$ cat src/rtl/core/sem_pkg.sv
`default_nettype none
package sem_pkg;

  localparam int unsigned MaxWidthDef   = 1024;
  localparam int unsigned MaxHeightDef  = 4096;
  localparam int unsigned WidthReset    = 640;
  localparam int unsigned HeightReset   = 480;
  localparam int unsigned PixBits       = 8;
  localparam int unsigned WidthRegBits  = 11;
  localparam int unsigned HeightRegBits = 13;
  localparam int unsigned CfgIdxBits    = 4;
  localparam int unsigned CfgDataBits   = 13;
  localparam int unsigned FifoDepth     = 8;
  // gradient magnitudes stay at or below 4 * 255
  localparam int unsigned MagBits       = 10;
  // floor(x * 683 / 2048) == floor(x / 3) for x up to 1020
  localparam int unsigned Recip3        = 683;
  localparam int unsigned Recip3Shift   = 11;

  typedef enum logic [CfgIdxBits-1:0] {
    CFG_WIDTH  = 4'd0,
    CFG_HEIGHT = 4'd1
  } cfg_idx_e;

  typedef enum logic {
    REQ_PIXEL = 1'b0,
    REQ_FLUSH = 1'b1
  } req_e;

  typedef enum logic [1:0] {
    DIV_NONE = 2'd0,
    DIV_BY2  = 2'd1,
    DIV_BY3  = 2'd2,
    DIV_BY4  = 2'd3
  } div_e;

  typedef logic [PixBits-1:0] pix_t;

  // [row][col], row 0 on top, col 0 on the left
  typedef logic [2:0][2:0][PixBits-1:0] win_t;

  // neighbor presence of the output pixel and word control
  typedef struct packed {
    logic emit;
    logic last;
    logic left;
    logic right;
    logic top;
    logic bottom;
  } pos_info_t;

  function automatic logic [31:0] clamp_dim(input logic [31:0] value,
                                            input logic [31:0] limit);
    logic [31:0] res;
    if (value == 32'd0) begin
      res = 32'd1;
    end else if (value > limit) begin
      res = limit;
    end else begin
      res = value;
    end
    return res;
  endfunction

endpackage
`default_nettype wire

$ cat src/rtl/core/sem_ofifo.sv
`default_nettype none
module sem_ofifo (
  input  wire logic                        clk_i,
  input  wire logic                        rst_ni,
  input  wire logic                        push_i,
  input  wire logic [sem_pkg::PixBits-1:0] push_edge_i,
  input  wire logic                        push_last_i,
  output logic                             out_valid_o,
  input  wire logic                        out_stall_i,
  output logic [sem_pkg::PixBits-1:0]      edge_value_o,
  output logic                             frame_last_o,
  output logic                             pop_o
);
  import sem_pkg::*;

  localparam int unsigned PtrBits = $clog2(FifoDepth);
  localparam int unsigned CntBits = $clog2(FifoDepth + 1);

  logic [PixBits:0]   entry_q [FifoDepth];
  logic [PtrBits-1:0] wr_ptr_q, wr_ptr_d, rd_ptr_q, rd_ptr_d;
  logic [CntBits-1:0] count_q, count_d;
  logic               pop;

  assign out_valid_o  = count_q != '0;
  assign pop          = out_valid_o && !out_stall_i;
  assign edge_value_o = entry_q[rd_ptr_q][PixBits-1:0];
  assign frame_last_o = entry_q[rd_ptr_q][PixBits];
  assign pop_o        = pop;

  always_comb begin
    wr_ptr_d = wr_ptr_q;
    rd_ptr_d = rd_ptr_q;
    count_d  = count_q;
    if (push_i) begin
      wr_ptr_d = (wr_ptr_q == PtrBits'(FifoDepth - 1)) ? '0 : wr_ptr_q + PtrBits'(1);
    end
    if (pop) begin
      rd_ptr_d = (rd_ptr_q == PtrBits'(FifoDepth - 1)) ? '0 : rd_ptr_q + PtrBits'(1);
    end
    if (push_i && !pop) begin
      count_d = count_q + CntBits'(1);
    end else if (!push_i && pop) begin
      count_d = count_q - CntBits'(1);
    end
  end

  always_ff @(posedge clk_i or negedge rst_ni) begin
    if (!rst_ni) begin
      wr_ptr_q <= '0;
      rd_ptr_q <= '0;
      count_q  <= '0;
    end else begin
      wr_ptr_q <= wr_ptr_d;
      rd_ptr_q <= rd_ptr_d;
      count_q  <= count_d;
    end
  end

  always_ff @(posedge clk_i) begin
    if (push_i) begin
      entry_q[wr_ptr_q] <= {push_last_i, push_edge_i};
    end
  end

endmodule
`default_nettype wire

$ cat config.mk
export PLATFORM = sky130hd
export DESIGN_NAME = sem_ofifo
export DESIGN_NICKNAME = d
export VERILOG_FILES = /design/src/rtl/core/sem_pkg.sv /design/src/rtl/core/sem_ofifo.sv
export SDC_FILE = /design/constraint.sdc
export NUM_CORES = 1
export LEC_CHECK = 0
export ABC_AREA = 1
export BUFFER_PORTS_ARGS = -buffer_cell sky130_fd_sc_hd__buf_2
export CAP_MARGIN = 20
export CORE_AREA = 3 3 87 89
export CTS_BUF_LIST = sky130_fd_sc_hd__clkbuf_8
export DETAILED_ROUTE_END_ITERATION = 16
export DIE_AREA = 0 0 90 92
export MAX_ROUTING_LAYER = met4
export PLACE_DENSITY_LB_ADDON = 0.25
export SLEW_MARGIN = 20
export SYNTH_ARGS = -nofsm -noshare
export SYNTH_HDL_FRONTEND = slang
export SYNTH_SLANG_ARGS = --single-unit
$ cat constraint.sdc
create_clock -name clk_i -period 5.5 [get_ports clk_i]
set_clock_uncertainty 0.15 [all_clocks]
set_input_delay 0.825 -clock clk_i [delete_from_list [all_inputs] [get_ports clk_i]]
set_output_delay 0.825 -clock clk_i [all_outputs]
set_load 0.005 [all_outputs]
; ---- Word-level counts from Yosys, hierarchy flattened
; Memory sizes are Yosys's and may differ from the RTL's.
; Index checks and enable logic that the tools add are counted.
[word_totals]
mem_bits_rw = 72
regBits = 10
input_bits = 13
mem_count = 1
out_inout_bits = 11
elab_cells = 24
[classes]
n_eq_ne = 2
n_addsub = 4
n_reduce_logical = 8
n_mux = 6
[mem_list]
columns = memory, words, width, read_ports, rd_clocked_by_memory_dff, write_ports, line_no
row1 = entry_q, 8, 9, 1, 0, 1, sem_ofifo.sv:19  ; logic [PixBits:0] entry_q [FifoDepth];
[ops]
columns = op, count
row1 = $mux W4, 2
row2 = $add A3 B1 Y3 const B, 2
row3 = $eq A3 B3 Y1 const B, 2
row4 = $mux W3, 2
row5 = $add A4 B1 Y4 const B, 1
row6 = $reduce_bool A4 Y1, 1
row7 = $sub A4 B1 Y4 const B, 1
row8 = $logic_and A1 B1 Y1, 3
row9 = $logic_not A1 Y1, 3
row10 = $mux W1, 2
row11 = $reduce_bool A2 Y1, 1

; ---- Depth between registers and ports, before layout
; Gate-level depths: netlist (run 1).
[logic_depth]
ltp_word = 5
depth_mapped = 12
depth_no_buf = 12

; ---- Least setup slack after synthesis (run 1)
; OpenSTA, ideal clock, no wires.
[synth_path]
kind = input to register
start = input out_stall_i
end = register count_q[3]
cell_stages = 10
arrival_time_ps = 2005
path_slack_ps = 3228
setup_ps = 117
path_cell_list = inv_1 nand2_2 ha_1 inv_1 ha_1 or2_2 nand2_1 nand2_1 nand3_1 nand2_1
[synth_via]
elab_chain_cells = 5
elab_cells_between_ends = 7
[synth_rtl]
columns = element, line_no
row1 = from (decl), sem_ofifo.sv:9  ; input wire logic out_stall_i,
row2 = $logic_not A1 Y1 (*), sem_ofifo.sv:25  ; assign pop = out_valid_o && !out_stall_i;
row3 = $logic_and A1 B1 Y1 (*), sem_ofifo.sv:25
row4 = $logic_not A1 Y1, sem_ofifo.sv:40  ; if (push_i && !pop) begin
row5 = $logic_and A1 B1 Y1, sem_ofifo.sv:40
row6 = $mux W4 / $reduce_bool A2 Y1 (equally long branches), n/a
row7 = to (signal assigned), sem_ofifo.sv:55  ; count_q <= count_d;
row8 = to (decl), sem_ofifo.sv:21  ; logic [CntBits-1:0] count_q, count_d;
; Every way passes the cells marked *; elsewhere a longest branch is shown, timed or not.
; A chain may end at the register's enable or synchronous reset.

; ---- Worst setup path after layout (run 1)
[layout_path]
start = register rd_ptr_q[1]
end = output edge_value_o[4] in the netlist's numbering
[layout_via]
elab_chain_cells = 1
[layout_rtl]
columns = element, line_no
row1 = from (decl), sem_ofifo.sv:20  ; logic [PtrBits-1:0] wr_ptr_q, wr_ptr_d, rd_ptr_q, rd_ptr_d;
row2 = from (signal assigned), sem_ofifo.sv:54  ; rd_ptr_q <= rd_ptr_d;
row3 = $mem_v2 Z8 W9, n/a
row4 = to (decl), sem_ofifo.sv:10  ; output logic [sem_pkg::PixBits-1:0] edge_value_o,
; No other way between the ends.

==> metrics, run 1 <==
outcome finished clean; I/O Pins 24; DR vias/cell 4.67; synthesis warning total 0; width of the chip 90 um; Mapped Cells 392; EDFF count, synth 72; register area share after synthesis 0.646; highest-count cells in the layout ignoring fill and taps nand2_1, nor2_1, edfxtp_1, inv_1, buf_2; Min Hold Slack 0.179 ns; Post-DP HPWL 4.37 mm; Syn-to-layout area delta 8.81%; row count 30; Initial Utilization 0.547; area of the mapped netlist 3730 um2; CTS Buf Count 9; Die Footprint 8280 um2; vias in the first global route 2,371; Setup-failing EPs final 0; crit path cell chain inv_2 -> nor2_1 -> nand2_1 -> nand2_1 -> nand2_1 -> nand2_1 -> buf_2; most common cell after layout, fill and taps aside nand2_1; Max-slew headroom 0.248; f_max 320 MHz; core area 6830 um2; clk sink count 82; Placer Congestion 0.756; max-cap check violation count 0; Max Buffers Root-to-Sink 2; chip height 92 um; Hold-fix buffers, CTS 0; CP Launch Type flop; Tot GR Track Use 0.188; initial DRC count 192; largest area contributor in the netlist edfxtp_1; Routed Wire Length 6.97 mm; max-slew violations 0; Layout Nets 435; Setup CP Type reg -> out; DRC viols 0; diodes inserted 0; CP endpoint kind primary output; Worst path slowest cell dfrtp_1; CTS tree done; largest net degree at the start of global routing 76; worst setup margin 2.37 ns; top_reg_cell synth edfxtp_1; worst hold path class in -> async; Post-DRT Antenna Nets 0; reg2reg start count_q[0]; share of post-route cells with drive strength above 1 0.0979; fin crit share 0.568; first-pass GRT wire length 11.5 mm; Worst Path Arrival 2.15 ns; DR vias 2,404; Top cell by count, worst path nand2_1; largest stage delay on the critical path 0.84 ns; pre-CTS WS 2.75 ns; minimum clock period 3.13 ns; pwr dens 483 nW/um2; worst path required time 4.53 ns; Hold Vio Cnt, Final 0; LEAKAGE 1.83 nW; post-cts resize count 0; Root Buffer clkbuf_8; PortBufs 23; Synth area leaders edfxtp_1, nand2_1, nor2_1, dfrtp_1, inv_1; unrepaired setup endpoints after global routing false; Post-Syn Area per Cell 9.53 um2; post-route setup TNS 0 ns; Mapped Nets 413; initial antenna violation count 0; Worst setup startpoint rd_ptr_q[1]; buffer count from post-CTS setup fixing 0; post-synth top area share 0.579; H-tree depth 3; Worst Path Max Fanout 20; wire per inst 13.5 um; GRT overflow 0; Pre-antenna DRT Iters 4; peak supply drop 296 uV; Clock Latency Late Sink 0.34 ns; Worst-Margin Slew 1.12 ns; Reg clk slew, reported paths 0.08 ns; post-synthesis cell type count 20; ys async rst share 0.122; Yosys reg bits 82
Yosys cell counts, types with 2 or more instances:
cell type,number
o21ai_0,5
nand2_1,141
buf_2,4
dfrtp_1,10
xnor2_1,2
ha_1,7
edfxtp_1,72
inv_1,48
nor2_1,83
buf_4,2
nand3_1,5
buf_6,5
worst max-delay path, delay by kind of cell (launching register included):
kind,cells,cell delay (ns)
buffers and inverters,2,0.46
DFF,1,0.84
and+or+nand+nor,5,0.49
path summary, 6_finish.rpt:
kind                       slack (ns)               to  depth (start not counted)
max in group asynchronous        4.80      rd_ptr_q[0]                          1
setup / recovery                 2.37  edge_value_o[4]                          7
hold / removal                   0.18      rd_ptr_q[0]                          1
hold reg to reg                  0.36       count_q[3]                          2
setup reg to reg                 3.23       count_q[3]                         11
min in group clk_i               0.36       count_q[3]                          2
routing by layer:
layer,up-vias,track usage,share of wire
li1,1260,-,-
met1,1086,0.242,0.46
met2,44,0.295,0.48
met3,14,0.0386,0.044
met4,0,0.0778,0.021
met5,-,-,0
flip-flops by register name (all words and copies together), names as in the netlist:
signal,count
rd_ptr_q,3
entry_q,72
wr_ptr_q,3
count_q,4
final cells by class:
type	instances	area, um2
Clock buffer	9	124
Timing Repair Buffer	23	115
Clock inverter	7	61.3
Tap cell	96	120
Sequential cell	82	2420
Fill cell	581	2770
Inverter	50	188
Multi-Input combinational cell	248	1040
logic make-up (layout without fill, tap and decap cells):
logic type      after synthesis  in the layout  synth area share
simple gates                232            232             0.237
flops                        82             82             0.646
buf+inv                      62             89            0.0757
fa+ha+maj                     8              8            0.0288
compound gates                6              6           0.00804
xor+xnor                      2              2           0.00469
through the flow:
| stage | std cells | total power [mW] | cell area, um2 | utilization |
|---|---|---|---|---|
| floorplan | 392 | 1.40 | 3730 | - |
| global placement | 499 | 1.55 | 3880 | 0.567 |
| detailed placement | 499 | 1.57 | 3880 | 0.567 |
| CTS | 515 | 1.97 | 4060 | 0.595 |
| global route | 515 | 2.11 | 4060 | 0.595 |
| finish | 515 | 1.96 | 4060 | 0.595 |
report_power, final:
part	internal, mW	switching [mW]	leakage, nW
registers	0.778	0.149	0.775
clock network	0.205	0.205	0.102
logic	0.247	0.379	0.951
total	1.23	0.733	1.83
No activity file was read; power rests on OpenSTA's default activity.
==> run 2: changes to the inputs <==
Clock period 5.5 ns to 2.95 ns, I/O delays scaled along.
==> metrics, run 2 (same netlist as run 1, synthesis figures left out) <==
outcome finished clean; critical path depth 8 (+1); share of post-route cells with drive strength above 1 0.123 (+0.0251); Root Buffer clkbuf_8; delay-heaviest family, CP flip-flops; clk sink count 82 (unchanged); Worst Path Arrival 1.93 ns (-0.22 ns); wire per inst 13.8 um (+2.3%); diodes inserted 0 (unchanged); placed cell count 510 (+2.2%); Buf/Inv on CP 2 (unchanged); pre-CTS WS 0.810 ns (-1.94 ns); pwr dens 916 nW/um2 (+90%); CP endpoint kind primary output; Initial Utilization 0.547 (unchanged); initial antenna violation count 0 (unchanged); Worst setup startpoint rd_ptr_q[0]; CTS Buf Count 9 (unchanged); Die Footprint 8280 um2 (unchanged); hold wc startpoint push_edge_i[5]; unrepaired setup endpoints after global routing false; Largest regs entry_q x72, count_q x4; Critical R2R Capture count_q[3]; DR vias/cell 4.67 (about the same); Hold Path Sink entry_q[4][5]; Post-DP HPWL 4.51 mm (+3.1%); Pre-antenna DRT Iters 5 (+1); CTS tree done; Min Hold Slack 0.220 ns (+0.0406 ns); Setup CP Type reg -> out; max-cap check violation count 0 (unchanged); fin crit share 0.856; buffer count from post-CTS setup fixing 0 (unchanged); peak supply drop 473 uV (+60%); Tot GR Track Use 0.193 (+0.00471); Layout Nets 447 (+2.8%); worst reg-to-reg path cell count 11 (unchanged); Hold-fix buffers, CTS 1 (+1); Placed Area 3970 um2 (+2.5%); Hold Crit Depth 1; max-slew violations 0 (unchanged); DRC viols 0 (unchanged); DR vias 2,461 (+2.4%); minimum clock period 2.52 ns; Routed Wire Length 7.30 mm (+4.6%); worst hold path class in -> reg; Top cell by count, worst path nand2_1; row count 30 (unchanged); Max Buffers Root-to-Sink 2 (unchanged); Clock Latency Late Sink 0.35 ns (about the same); Final Instance Area 4200 um2 (+3.3%); post-cts resize count 0 (unchanged); Max-slew headroom 0.615 (+0.367); largest net degree at the start of global routing 48 (-37%); Total Power 3.84 mW (+96%); Reg2Reg Setup Slack 0.78 ns (-2.45 ns); Reg clk slew, reported paths 0.08 ns (about the same); Worst Path Max Fanout 47 (+140%); PortBufs 23 (unchanged); vias in the first global route 2,386 (+0.63%); fillers 589 (+1.4%); CP Launch Type flop; highest-count cells in the layout ignoring fill and taps nand2_1, nor2_1, edfxtp_1, inv_1, buf_2; chip height 92 um (unchanged); reg2reg start count_q[0]; largest stage delay on the critical path 0.74 ns (-0.10 ns); Finished Layout Cells 527 (+2.3%); Placer Congestion 0.802 (+6.0%); post-route setup TNS 0 ns (unchanged); LEAKAGE 1.90 nW (+3.7%); core area 6830 um2 (unchanged); f_max 396 MHz; Worst-Margin Slew 0.578 ns (-0.547 ns); GRT overflow 0 (unchanged); initial DRC count 183 (-4.7%); Syn-to-layout area delta 12.4%; H-tree depth 3 (unchanged); worst setup margin 0.426 ns (-1.95 ns); most common cell after layout, fill and taps aside nand2_1; Top reg by flops entry_q; worst path required time 2.36 ns (-2.17 ns); max reg flops 72 (unchanged); I/O Pins 24 (unchanged); Worst path slowest cell dfrtp_2; Post-DRT Antenna Nets 0 (unchanged); Hold Vio Cnt, Final 0 (unchanged); width of the chip 90 um (unchanged); Setup-failing EPs final 0 (unchanged); crit path cell chain buf_12 -> nor2_1 -> nor2_1 -> nand2_1 -> nand2_1 -> nand2_1 -> nand2_1 -> buf_2; first-pass GRT wire length 11.8 mm (+2.2%); Core Util, Final 0.614 (+0.0196)
-- run 2: layout make-up --
| class | instances | area (um2) | share of cell area |
|---|---|---|---|
| tap | 96 | 120 | 0.0286 |
| sequential | 82 | 2410 | 0.575 |
| multi-input combinational | 248 | 1040 | 0.248 |
| clock inverter | 7 | 92.6 | 0.0221 |
| inverter | 50 | 188 | 0.0447 |
| clock buffer | 9 | 124 | 0.0295 |
| timing repair buffer | 35 | 220 | 0.0525 |
-- run 2: layer usage --
layer | vias up | global-route usage | part of all wire
li1 | 1282 | - | -
met1 | 1140 | 0.235 | 0.45
met2 | 37 | 0.314 | 0.51
met3 | 2 | 0.0451 | 0.037
met4 | 0 | 0.0765 | 0.0034
met5 | - | - | 0
-- run 2: worst max-delay path by stage --
stage	end	slack (ns)
floorplan	count_q[3]	0.91
global placement	count_q[3]	0.87
detailed placement	count_q[3]	0.81
CTS	edge_value_o[3]	0.43
global route	edge_value_o[2]	0.26
finish	edge_value_o[3]	0.43
-- run 2: where the power goes --
part	internal (mW)	switching, mW
clock network	0.475	0.404
registers	1.45	0.144
logic	0.519	0.856
total	2.44	1.40
