File: src/rtl/core/sem_pkg.sv
`default_nettype none
package sem_pkg;

  localparam int unsigned MaxWidthDef   = 1024;
  localparam int unsigned MaxHeightDef  = 4096;
  localparam int unsigned WidthReset    = 640;
  localparam int unsigned HeightReset   = 480;
  localparam int unsigned PixBits       = 8;
  localparam int unsigned WidthRegBits  = 11;
  localparam int unsigned HeightRegBits = 13;
  localparam int unsigned CfgIdxBits    = 4;
  localparam int unsigned CfgDataBits   = 13;
  localparam int unsigned FifoDepth     = 8;
  // gradient magnitudes stay at or below 4 * 255
  localparam int unsigned MagBits       = 10;
  // floor(x * 683 / 2048) == floor(x / 3) for x up to 1020
  localparam int unsigned Recip3        = 683;
  localparam int unsigned Recip3Shift   = 11;

  typedef enum logic [CfgIdxBits-1:0] {
    CFG_WIDTH  = 4'd0,
    CFG_HEIGHT = 4'd1
  } cfg_idx_e;

  typedef enum logic {
    REQ_PIXEL = 1'b0,
    REQ_FLUSH = 1'b1
  } req_e;

  typedef enum logic [1:0] {
    DIV_NONE = 2'd0,
    DIV_BY2  = 2'd1,
    DIV_BY3  = 2'd2,
    DIV_BY4  = 2'd3
  } div_e;

  typedef logic [PixBits-1:0] pix_t;

  // [row][col], row 0 on top, col 0 on the left
  typedef logic [2:0][2:0][PixBits-1:0] win_t;

  // neighbor presence of the output pixel and word control
  typedef struct packed {
    logic emit;
    logic last;
    logic left;
    logic right;
    logic top;
    logic bottom;
  } pos_info_t;

  function automatic logic [31:0] clamp_dim(input logic [31:0] value,
                                            input logic [31:0] limit);
    logic [31:0] res;
    if (value == 32'd0) begin
      res = 32'd1;
    end else if (value > limit) begin
      res = limit;
    end else begin
      res = value;
    end
    return res;
  endfunction

endpackage
`default_nettype wire

File: src/rtl/core/sem_grad.sv
`default_nettype none
module sem_grad (
  input  wire logic                        clk_i,
  input  wire logic                        rst_ni,
  input  wire logic                        win_valid_i,
  input  sem_pkg::pos_info_t               win_info_i,
  input  sem_pkg::win_t                    win_i,
  output logic                             push_valid_o,
  output logic [sem_pkg::PixBits-1:0]      push_edge_o,
  output logic                             push_last_o
);
  import sem_pkg::*;

  win_t               px;
  logic [2:0]         row_ok, col_ok;
  logic [MagBits-1:0] a_pos, a_neg, b_pos, b_neg, a_abs, b_abs;
  div_e               a_div, b_div;

  logic               sa_valid_q;
  logic               sa_last_q;
  logic [MagBits-1:0] a_abs_q, b_abs_q;
  div_e               a_div_q, b_div_q;

  logic [MagBits-1:0] a_quo, b_quo, half;
  logic [MagBits:0]   mag_sum;
  pix_t               edge_val;

  logic               push_valid_q;
  pix_t               push_edge_q;
  logic               push_last_q;

  function automatic logic [MagBits-1:0] tri_sum(input pix_t p0, input pix_t p1,
                                                 input pix_t p2);
    return MagBits'(p0) + (MagBits'(p1) << 1) + MagBits'(p2);
  endfunction

  function automatic logic [MagBits-1:0] abs_diff(input logic [MagBits-1:0] x,
                                                  input logic [MagBits-1:0] y);
    return (x >= y) ? (x - y) : (y - x);
  endfunction

  // weight sum of a side is 2 plus the two corners present on that side
  function automatic div_e pick_div(input logic near, input logic far,
                                    input logic side0, input logic side1);
    div_e code;
    if (!(near ^ far)) begin
      code = DIV_NONE;
    end else if (side0 && side1) begin
      code = DIV_BY4;
    end else if (side0 || side1) begin
      code = DIV_BY3;
    end else begin
      code = DIV_BY2;
    end
    return code;
  endfunction

  function automatic logic [MagBits-1:0] div_small(input logic [MagBits-1:0] x,
                                                   input div_e code);
    logic [2*MagBits-1:0] prod;
    logic [MagBits-1:0]   res;
    prod = (2 * MagBits)'(x) * (2 * MagBits)'(Recip3);
    unique case (code)
      DIV_NONE: res = x;
      DIV_BY2:  res = x >> 1;
      DIV_BY3:  res = MagBits'(prod >> Recip3Shift);
      DIV_BY4:  res = x >> 2;
      default:  res = x;
    endcase
    return res;
  endfunction

  assign row_ok = {win_info_i.bottom, 1'b1, win_info_i.top};
  assign col_ok = {win_info_i.right, 1'b1, win_info_i.left};

  // zero the neighbors outside the frame
  always_comb begin
    for (int r = 0; r < 3; r++) begin
      for (int c = 0; c < 3; c++) begin
        px[r][c] = (row_ok[r] && col_ok[c]) ? win_i[r][c] : '0;
      end
    end
  end

  assign a_pos = tri_sum(px[2][0], px[2][1], px[2][2]);
  assign a_neg = tri_sum(px[0][0], px[0][1], px[0][2]);
  assign b_pos = tri_sum(px[0][2], px[1][2], px[2][2]);
  assign b_neg = tri_sum(px[0][0], px[1][0], px[2][0]);
  assign a_abs = abs_diff(a_pos, a_neg);
  assign b_abs = abs_diff(b_pos, b_neg);
  assign a_div = pick_div(win_info_i.top, win_info_i.bottom,
                          win_info_i.left, win_info_i.right);
  assign b_div = pick_div(win_info_i.left, win_info_i.right,
                          win_info_i.top, win_info_i.bottom);

  assign a_quo    = div_small(a_abs_q, a_div_q);
  assign b_quo    = div_small(b_abs_q, b_div_q);
  assign mag_sum  = {1'b0, a_quo} + {1'b0, b_quo};
  assign half     = mag_sum[MagBits:1];
  assign edge_val = (|half[MagBits-1:PixBits]) ? '1 : half[PixBits-1:0];

  always_ff @(posedge clk_i or negedge rst_ni) begin
    if (!rst_ni) begin
      sa_valid_q   <= 1'b0;
      push_valid_q <= 1'b0;
    end else begin
      sa_valid_q   <= win_valid_i;
      push_valid_q <= sa_valid_q;
    end
  end

  always_ff @(posedge clk_i) begin
    sa_last_q   <= win_info_i.last;
    a_abs_q     <= a_abs;
    b_abs_q     <= b_abs;
    a_div_q     <= a_div;
    b_div_q     <= b_div;
    push_edge_q <= edge_val;
    push_last_q <= sa_last_q;
  end

  assign push_valid_o = push_valid_q;
  assign push_edge_o  = push_edge_q;
  assign push_last_o  = push_last_q;

endmodule
`default_nettype wire

File: config.mk
export PLATFORM = sky130hd
export DESIGN_NAME = sem_grad
export DESIGN_NICKNAME = d
export VERILOG_FILES = /design/src/rtl/core/sem_pkg.sv /design/src/rtl/core/sem_grad.sv
export SDC_FILE = /design/constraint.sdc
export NUM_CORES = 1
export LEC_CHECK = 0
export BUFFER_PORTS_ARGS = -buffer_cell sky130_fd_sc_hd__buf_4
export CAP_MARGIN = 20
export CORE_MARGIN = 5
export CORE_UTILIZATION = 30
export CTS_BUF_LIST = sky130_fd_sc_hd__clkbuf_8
export CTS_CLUSTER_SIZE = 30
export DETAILED_ROUTE_END_ITERATION = 10
export PLACE_DENSITY_LB_ADDON = 0.2
export SYNTH_ARGS = -nofsm -noshare
export SYNTH_HDL_FRONTEND = slang
export SYNTH_SLANG_ARGS = --single-unit
File: constraint.sdc
create_clock -name clk_i -period 13.8 [get_ports clk_i]
set_input_delay 1.38 -clock clk_i [delete_from_list [all_inputs] [get_ports clk_i]]
set_output_delay 1.38 -clock clk_i [all_outputs]
set_load 0.02 [all_outputs]
-- Yosys cells after proc, flatten, opt, wreduce, memory -nomap -nowiden
Cells that the tools add are included.
- add/subtract/negate cells: 13
- multipliers: 2
- order comparisons: 2
- eq/ne operators: 6
- muxes and demuxes: 16
- bitwise logic cells: 2
- reduce and logical (&&, ||, !) cells: 11
- operators with widths (cell ; number):
    case mux 10 bit (4 select lines) ; 2
    2-to-1 mux 8 bit ; 8
    adder 10 x 8 -> 10 bit ; 4
    adder 8 x 9 -> 10 bit ; 4
    multiplier 10 x 10 -> 20 bit (second input constant) ; 2
    subtractor 10 bit ; 4
    greater-or-equal comparator 10 bit ; 2
    2-to-1 mux 10 bit ; 2
    adder 10 x 10 -> 11 bit ; 1
    == test 2 bit (second input constant) ; 4
    2-to-1 mux 2 bit ; 4
    logical AND 1 bit ; 6
    == test 2 x 1 -> 1 bit (second input constant) ; 2
    zero test 2 bit ; 2
    logical OR 1 bit ; 2
    OR reduction 2 bit ; 1
    XOR 1 bit ; 2
- flip-flop bits (word level): 36
- bits of input ports: 81
- output and inout bits: 10
- word-level logic and storage cells: 61

-- Logic depth before layout (Yosys ltp)
Gate-level depths: netlist (run 1).
- depth after elaboration: 6
- depth in mapped cells: 29
- mapped depth without buffers: 29

-- Least setup slack after synthesis (run 1)
OpenSTA, ideal clock, no wires.
- path kind: flip-flop to flip-flop
- from: register b_abs_q[7]
- to: register push_edge_q[6] (netlist: push_edge_o[6])
- library setup time: 0.139 ns
- arrival: 6.047 ns
- required time: 13.661 ns
- setup slack: 7.615 ns
- stages on the path, launching flop included: 28
- path buffers: 0
- clock period less this slack: 6.185 ns
- path through: dfxtp_1 > ha_1 > ha_1 > inv_1 > fa_1 > inv_1 > fa_1 > inv_1 > fa_1 > inv_1 > ha_1 > nand4_1 > a21oi_1 > a221oi_2 > nor2_1 > a21o_1 > xor2_1 > mux4_2 > ha_1 > nor2b_1 > o21ai_0 > a21boi_0 > o21ai_0 > a21boi_0 > nor3_1 > o211ai_1 > mux2i_2 > nand3_1
- word-level cells in the longest chain between the ends: 4
- ends and longest elaborated chain (what ; RTL line ; RTL):
    start, declared ; sem_grad.sv:21 ; logic [MagBits-1:0] a_abs_q, b_abs_q;
    start signal, assigned ; sem_grad.sv:115 ; b_abs_q <= b_abs;
    multiplier 10 x 10 -> 20 bit ; sem_grad.sv:62 ; prod = (2 * MagBits)'(x) * (2 * MagBits)'(Recip3);
    case mux 10 bit (4 select lines) (*) ; sem_grad.sv:63 ; unique case (code)
    adder 10 x 10 -> 11 bit (*) ; sem_grad.sv:98 ; assign mag_sum = {1'b0, a_quo} + {1'b0, b_quo};
    OR reduction 2 bit ; sem_grad.sv:100 ; assign edge_val = (|half[MagBits-1:PixBits]) ? '1 : half[PixBits-1:0];
    end signal, assigned ; sem_grad.sv:118 ; push_edge_q <= edge_val;
    end, declared ; sem_grad.sv:29 ; pix_t push_edge_q;
Mark *: on every way between the ends. The rest lies on a longest branch, timed or not.
A chain may end at the register's enable or synchronous reset.

-- Worst setup path in the final report (run 1)
- from: input win_info_i[3] (netlist name)
- to: register a_abs_q[9]
- word-level cells in the longest chain between the ends: 6
- elaborated cells between the ends (all ways): 12
- those cells by class: add/sub (6); order compare (1); mux (3); reduce/logical (2)
- ends and longest elaborated chain (what ; RTL line ; RTL):
    start, declared ; sem_grad.sv:6 ; input sem_pkg::pos_info_t win_info_i,
    logical AND 1 bit ; sem_grad.sv:80 ; px[r][c] = (row_ok[r] && col_ok[c]) ? win_i[r][c] : '0;
    2-to-1 mux 8 bit ; sem_grad.sv:80 ;
    adder 8 x 9 -> 10 bit ; sem_grad.sv:34 ; return MagBits'(p0) + (MagBits'(p1) << 1) + MagBits'(p2);
    adder 10 x 8 -> 10 bit ; sem_grad.sv:34 ;
    subtractor 10 bit or greater-or-equal comparator 10 bit (tied branches) ; sem_grad.sv:39 ; return (x >= y) ? (x - y) : (y - x);
    2-to-1 mux 10 bit (*) ; sem_grad.sv:39 ;
    net a_abs[9] ; sem_grad.sv:16 ; logic [MagBits-1:0] a_pos, a_neg, b_pos, b_neg, a_abs, b_abs;
    end signal, assigned ; sem_grad.sv:114 ; a_abs_q <= a_abs;
    end, declared ; sem_grad.sv:21 ;
Mark *: on every way through the listed nets, which the timed path passes. The rest lies on a longest branch.

==> results of run 1 <==
-- worst max path at each step --
stage | from | to | slack [ns] | cells past startpoint
global route | b_abs_q[7] | push_edge_o[3] | 6.05 | 27
finish | win_info_i[3] | a_abs_q[9] | 6.62 | 21
floorplan | b_abs_q[7] | push_edge_o[6] | 7.61 | 27
detailed placement | win_info_i[3] | a_abs_q[9] | 6.38 | 21
CTS | b_abs_q[7] | push_edge_o[3] | 6.65 | 27
global placement | win_info_i[3] | a_abs_q[9] | 6.39 | 21
-- cell usage after synthesis (all sizes together) (6+ instances only) --
cell / n
mux2: 9
nor2: 22
nor2b: 15
o21bai: 17
ha: 205
a211oi: 6
xor2: 20
a21o: 21
dfxtp: 34
inv: 196
fa: 81
a31oi: 8
nand4: 6
and2: 20
mux2i: 11
xnor2: 40
and3: 14
clkbuf: 13
a21oi: 67
nor3: 12
mux4: 13
o21ai: 29
nand2: 63
-- registers in the layout (all words and copies together) (netlist names) --
signal	flops
a_abs_q	10
a_div_q	2
b_abs_q	10
b_div_q	2
push_edge_o	8
push_last_o	1
push_valid_o	1
sa_last_q	1
sa_valid_q	1
-- worst max-delay path, cell delays in order --
cell and delay, ns:
buf_4 0.19, inv_1 0.10, nor2_1 0.50, nand2_1 0.27, fa_1 0.58, inv_1 0.04
ha_1 0.22, fa_1 0.41, a21o_1 0.18, a21oi_1 0.23, o21bai_1 0.09, a21oi_1 0.23
xnor2_1 0.13, ha_1 0.37, nand4_1 0.15, o221a_2 0.31, a21oi_2 0.65, mux2_2 0.43
a221oi_1 0.45, o221ai_1 0.21, xor2_1 0.24
-- logic make-up after synthesis --
| group | after synthesis | synth area share |
|---|---|---|
| AO/OA/AOI/OAI | 182 | 0.137 |
| XOR/XNOR | 60 | 0.0599 |
| adder cells (fa/ha/maj) | 286 | 0.477 |
| buffers and inverters | 214 | 0.0918 |
| flip-flops | 36 | 0.0833 |
| multiplexers | 33 | 0.0579 |
| AND/OR/NAND/NOR | 167 | 0.0928 |
-- layout by cell type, fill, tap and decap left out, types with 3 or more instances in the layout --
cell      Yosys  final
nor3_1       12     12
and2_1       20     20
o21ai_1       5      5
nand2b_1      5      5
nor2_1       22     22
o211ai_1      4      4
o21a_1        3      3
nor2b_1      15     15
o22ai_1       3      3
a221oi_1      3      3
o21ai_0      24     24
fa_1         81     81
clkbuf_8      0      5
xnor2_1      40     40
mux2_2        9      9
nand2_1      63     63
o21bai_1     17     17
inv_1       194    194
nand3_1       5      5
dfxtp_1      34     34
buf_4         0     81
xor2_1       20     20
nand4_1       6      6
a31oi_1       5      5
a21oi_1      65     65
and3_1       14     14
a21o_1       20     20
mux4_2       13     13
ha_1        205    205
a211oi_1      6      6
a41o_1        3      3
mux2i_1      10     10
-- final cells by class --
class	count	area, µm²	area share
flip-flops and latches	36	731	0.0738
inverters	196	736	0.0743
multi-input cells	728	7240	0.731
clock inverters	3	42.5	0.00430
clock buffers	5	68.8	0.00695
repair buffers	81	608	0.0614
well taps	384	480	0.0485
-- per-layer routing --
layer | track usage | vias to the layer above | wire length (µm)
met5 | 0 | - | 0
met4 | 0.0156 | 0 | 106
met3 | 0.0209 | 7 | 1020
met2 | 0.217 | 124 | 9330
met1 | 0.176 | 3041 | 10000
li1 | - | 3421 | -
-- through the flow --
step           worst slack, ns   util  cell area, µm²  instances
6_report                  6.62  0.344            9900       1433
5_1_grt                   6.05  0.344            9900       1433
4_1_cts                   6.65  0.344            9900       1433
3_5_place_dp              6.38  0.340            9790       1425
3_3_place_gp              6.39  0.340            9790       1425
2_1_floorplan             7.61      -            8770        978
==> impl_metrics.env, run 1 <==
export IMPL_drc_errors=0
export IMPL_rsz0062_at_grt="no"
export IMPL_setup_tns_ns=0
export IMPL_fp_dieW_um=181
export IMPL_syn_num_nets=1345
export IMPL_hold_path_end="push_last_o"
export IMPL_holdPathStages=0
export IMPL_whs_ns=0.331
export IMPL_nets=1415
export IMPL_cts_max_level=2
export IMPL_setup_violations=0
export IMPL_grt_overflow=0
export IMPL_rrSetupSlack_ns=6.62
export IMPL_r2r_end="push_edge_o[1]"
export IMPL_postCtsSetupRepairBufs=0
export IMPL_cp_data_required_time_ns=14.01
export IMPL_numCtsBuffers=5
export IMPL_yosys_register_bits=36
export IMPL_routed_via_density=4.60
export IMPL_cts_tree="done"
export IMPL_drtIter0Drc=211
export IMPL_grt_pass1_vias=7033
export IMPL_start_kind="input pin"
export IMPL_hp_start="sa_last_q"
export IMPL_fmax_mhz=139
export IMPL_vias=6593
export IMPL_drtAntennaViolNets=0
export IMPL_end_kind="register"
export IMPL_hold_buffers=0
export IMPL_die_h_um=181
export IMPL_cap_viol_max_count=0
export IMPL_synth_top_cell_by_area="ha_1"
export IMPL_cts_root_buffer="clkbuf_8"
export IMPL_grt_util_all_layers=0.128
export IMPL_finalCriticalPeriod_ns=7.18
export IMPL_synth_edf_count=0
export IMPL_slew_headroom=0.465
export IMPL_drive_gt1_frac=0.123
export IMPL_syn_instance_count=978
export IMPL_port_buffers=81
export IMPL_avgSynthCellArea_um2=8.97
export IMPL_ctsResizeCount=0
export IMPL_fillCellCount=3017
export IMPL_status="complete, no violations"
export IMPL_wl_per_cell_um=14.3
export IMPL_place_congestion=0.841
export IMPL_clkLatencyLatePin_ns=0.29
export IMPL_yosysSeqAreaShare=0.0833
export IMPL_drv_slew=0
export IMPL_grt_first_pass_wirelength_um=34600
export IMPL_area_growth_syn_to_layout_pct=12.9
export IMPL_period_share=0.520
export IMPL_worst_pin_slew_ns=0.803
export IMPL_netlist_top_cells_area="ha_1 (29%), fa_1 (18%), inv_1 (8.3%)"
export IMPL_reg2reg_depth=27
export IMPL_dieArea_um2=32800
export IMPL_antenna_found_initial=0
export IMPL_min_path_type="register to register"
export IMPL_fin_skew_ns=0.00679
export IMPL_synthFlopType="dfxtp_1"
export IMPL_synth_async_reset_ratio=0.0556
export IMPL_clockBufferDepth=2
export IMPL_synth_area_um2=8770
export IMPL_worstPathArrival_ns=7.39
export IMPL_path_class="input pin to register"
export IMPL_pin_count=91
export IMPL_grt_max_degree=19
export IMPL_n_antenna_cell=0
export IMPL_initial_core_util=0.305
export IMPL_hpwl_um=18500
export IMPL_core_um2=28800
export IMPL_ys_warn_count=0
export IMPL_hold_viol=0
export IMPL_first_pass_iters=4
export IMPL_rr_startpoint="b_abs_q[7]"
export IMPL_yosysTopAreaCellShare=0.292
export IMPL_rows=62
export IMPL_clock_sinks=36
export IMPL_synthDistinctLibCells=60
export IMPL_cp_max_fo=15
export IMPL_clk_pin_slew_ns=0.08
export IMPL_wirelength_um=20500
Power of run 1 is not shown: default switching activity piles up to over one toggle a cycle in this logic, so the estimate is an artifact.
==> inputs of run 2 (changes only) <==
--- a/config.mk
+++ b/config.mk
@@ -5,6 +5,7 @@
 export SDC_FILE = /design/constraint.sdc
 export NUM_CORES = 1
 export LEC_CHECK = 0
+export ABC_AREA = 1
 export BUFFER_PORTS_ARGS = -buffer_cell sky130_fd_sc_hd__buf_4
 export CAP_MARGIN = 20
 export CORE_MARGIN = 5
==> constraint.sdc (replaced) <==
create_clock -name clk_i -period 6.1 [get_ports clk_i]
set_input_delay 0.61 -clock clk_i [delete_from_list [all_inputs] [get_ports clk_i]]
set_output_delay 0.61 -clock clk_i [all_outputs]
set_load 0.02 [all_outputs]
==> run 2 against run 1 <==
Die area rose by 7.9%. Worst setup slack got worse by 6.3 ns. Synthesized area up 8.4%. Sequential cell count is the same. Worst hold slack worse by 0.25 ns. Utilization rose by 0.15 points. Critical endpoint is now push_edge_o[6]. Highest routed layer unchanged.
==> impl_metrics.env, run 2 <==
export IMPL_status="complete, no violations"
export IMPL_start_kind="register"
export IMPL_fin_skew_ns=0.0116
export IMPL_synthFlopType="dfxtp_1"
export IMPL_core_um2=31400
export IMPL_grt_overflow=0
export IMPL_finalCriticalPeriod_ns=5.76
export IMPL_synthTopCellsByCount="inv_1 (290), nand2_1 (228), ha_1 (205)"
export IMPL_ys_warn_count=0
export IMPL_fp_dieW_um=188
export IMPL_dieArea_um2=35400
export IMPL_clkLatencyLatePin_ns=0.29
export IMPL_cp_data_required_time_ns=6.33
export IMPL_syn_instance_count=1282
export IMPL_fillCellCount=3389
export IMPL_register_area_um2=736
export IMPL_path_class="register to register"
export IMPL_drive_gt1_frac=0.108
export IMPL_use_met3=0.0128
export IMPL_layout_commonest_cell="inv_1"
export IMPL_clockBufferDepth=2
export IMPL_setup_tns_ns=0
export IMPL_rsz0062_at_grt="no"
export IMPL_synth_area_um2=9510
export IMPL_pin_count=91
export IMPL_end_kind="register"
export IMPL_drv_slew=0
export IMPL_pre_cts_slack_ns=0.211
export IMPL_min_path_type="input pin to async pin"
export IMPL_avgSynthCellArea_um2=7.42
export IMPL_whs_ns=0.0797
export IMPL_period_share=0.944
export IMPL_setup_violations=0
export IMPL_clock_sinks=36
export IMPL_synth_top_cell_by_area="ha_1"
export IMPL_yosysTopAreaCellShare=0.270
export IMPL_fmax_mhz=174
export IMPL_area_growth_syn_to_layout_pct=14.1
export IMPL_synthDistinctLibCells=47
export IMPL_routed_via_density=4.58
export IMPL_synth_most_common_cell="inv_1"
export IMPL_cp_slowest_stage_delay_ns=0.55
export IMPL_first_pass_iters=4
export IMPL_grt_pass1_vias=8202
export IMPL_fin_ws_ns=0.344
export IMPL_place_congestion=0.882
export IMPL_syn_num_nets=1649
export IMPL_hpwl_um=22700
export IMPL_yosys_register_bits=36
export IMPL_n_antenna_cell=0
export IMPL_grt_use_met1=0.199
export IMPL_wirelength_um=25000
export IMPL_rows=65
export IMPL_synth_async_reset_ratio=0.0556
export IMPL_drtAntennaViolNets=0
export IMPL_yosysSeqAreaShare=0.0768
export IMPL_antenna_found_initial=0
export IMPL_hold_viol=0
export IMPL_cap_viol_max_count=0
export IMPL_worstPathArrival_ns=5.99
export IMPL_slew_headroom=0.607
export IMPL_grt_util_all_layers=0.140
export IMPL_cts_root_buffer="clkbuf_8"
export IMPL_nets=1738
export IMPL_synth_edf_count=0
export IMPL_cpMaxStageDelayCell="fa_1"
export IMPL_numCtsBuffers=5
export IMPL_wl_per_cell_um=14.1
export IMPL_worst_pin_slew_ns=0.587
export IMPL_clk_pin_slew_ns=0.08
export IMPL_die_h_um=188
export IMPL_vias=8125
export IMPL_hold_buffers=0
export IMPL_grt_max_degree=16
export IMPL_drtIter0Drc=368
export IMPL_multi_input_area_um2=7690
export IMPL_drc_errors=0
export IMPL_final_cell_mix="inv_1 (290), nand2_1 (227), ha_1 (201)"
export IMPL_cts_max_level=2
export IMPL_port_buffers=81
export IMPL_busiest_layer="met2"
export IMPL_cp_max_fo=8
export IMPL_grt_first_pass_wirelength_um=41000
export IMPL_netlist_top_cells_area="ha_1 (27%), fa_1 (17%), inv_1 (11%)"
export IMPL_grt_use_met2=0.234
export IMPL_initial_core_util=0.303
export IMPL_cts_tree="done"
-- run 2: cells by family (layout without fill, tap and decap cells) --
logic type,count (synthesis),in the layout,synth area share
simple gates,366,366,0.157
xor+xnor,53,53,0.0488
compound gates,227,227,0.142
flops,36,36,0.0768
fa+ha+maj,286,286,0.440
mux,7,7,0.0100
buf+inv,307,396,0.124
-- run 2: cell type report --
cell class	instances	area share
Clock buffer	7	0.00888
Timing Repair Buffer	96	0.0664
Sequential cell	36	0.0678
Multi-Input combinational cell	939	0.709
Inverter	293	0.101
Tap cell	402	0.0464
-- run 2: repair_timing --
action / in CTS / in global routing
endpoints found under the hold margin: 0 / 0
setup endpoints to repair: 0 / 8
resized for setup: 0 / 21
setup buffers: 0 / 1
-- run 2: worst max-delay path, delay by kind of cell (launching register included) --
family / cells / cell delay [ns]
DFF: 1 / 0.36
adders and majority gates: 7 / 2.97
AOI/OAI and AO/OA: 4 / 0.75
buffers and inverters: 3 / 0.23
and+or+nand+nor: 12 / 1.36
-- run 2: final timing paths --
kind | slack (ns) | depth (start not counted) | endpoint | start
min reg2reg | 0.33 | 0 | push_last_o | sa_last_q
max in group asynchronous | 5.94 | 1 | sa_valid_q | rst_ni
min | 0.08 | 1 | push_valid_o | rst_ni
max reg2reg | 0.34 | 26 | push_edge_o[6] | a_abs_q[2]
min in group clk_i | 0.33 | 0 | push_last_o | sa_last_q
max | 0.34 | 26 | push_edge_o[6] | a_abs_q[2]
-- run 2: routing by layer --
| metal | routed length (µm) | up-vias | share of wire |
|---|---|---|---|
| li1 | - | 4281 | - |
| met1 | 12400 | 3669 | 0.50 |
| met2 | 11400 | 161 | 0.46 |
| met3 | 902 | 14 | 0.036 |
| met5 | 0 | - | 0 |
| met4 | 296 | 0 | 0.012 |
-- run 2: through the flow --
stage          utilization  area [µm²]  instances
6_report             0.346       10800       1773
3_3_place_gp         0.339       10600       1765
3_5_place_dp         0.339       10600       1765
5_1_grt              0.346       10800       1773
2_1_floorplan            -        9510       1282
4_1_cts              0.342       10700       1772
Power of run 2 is left out for the same reason.
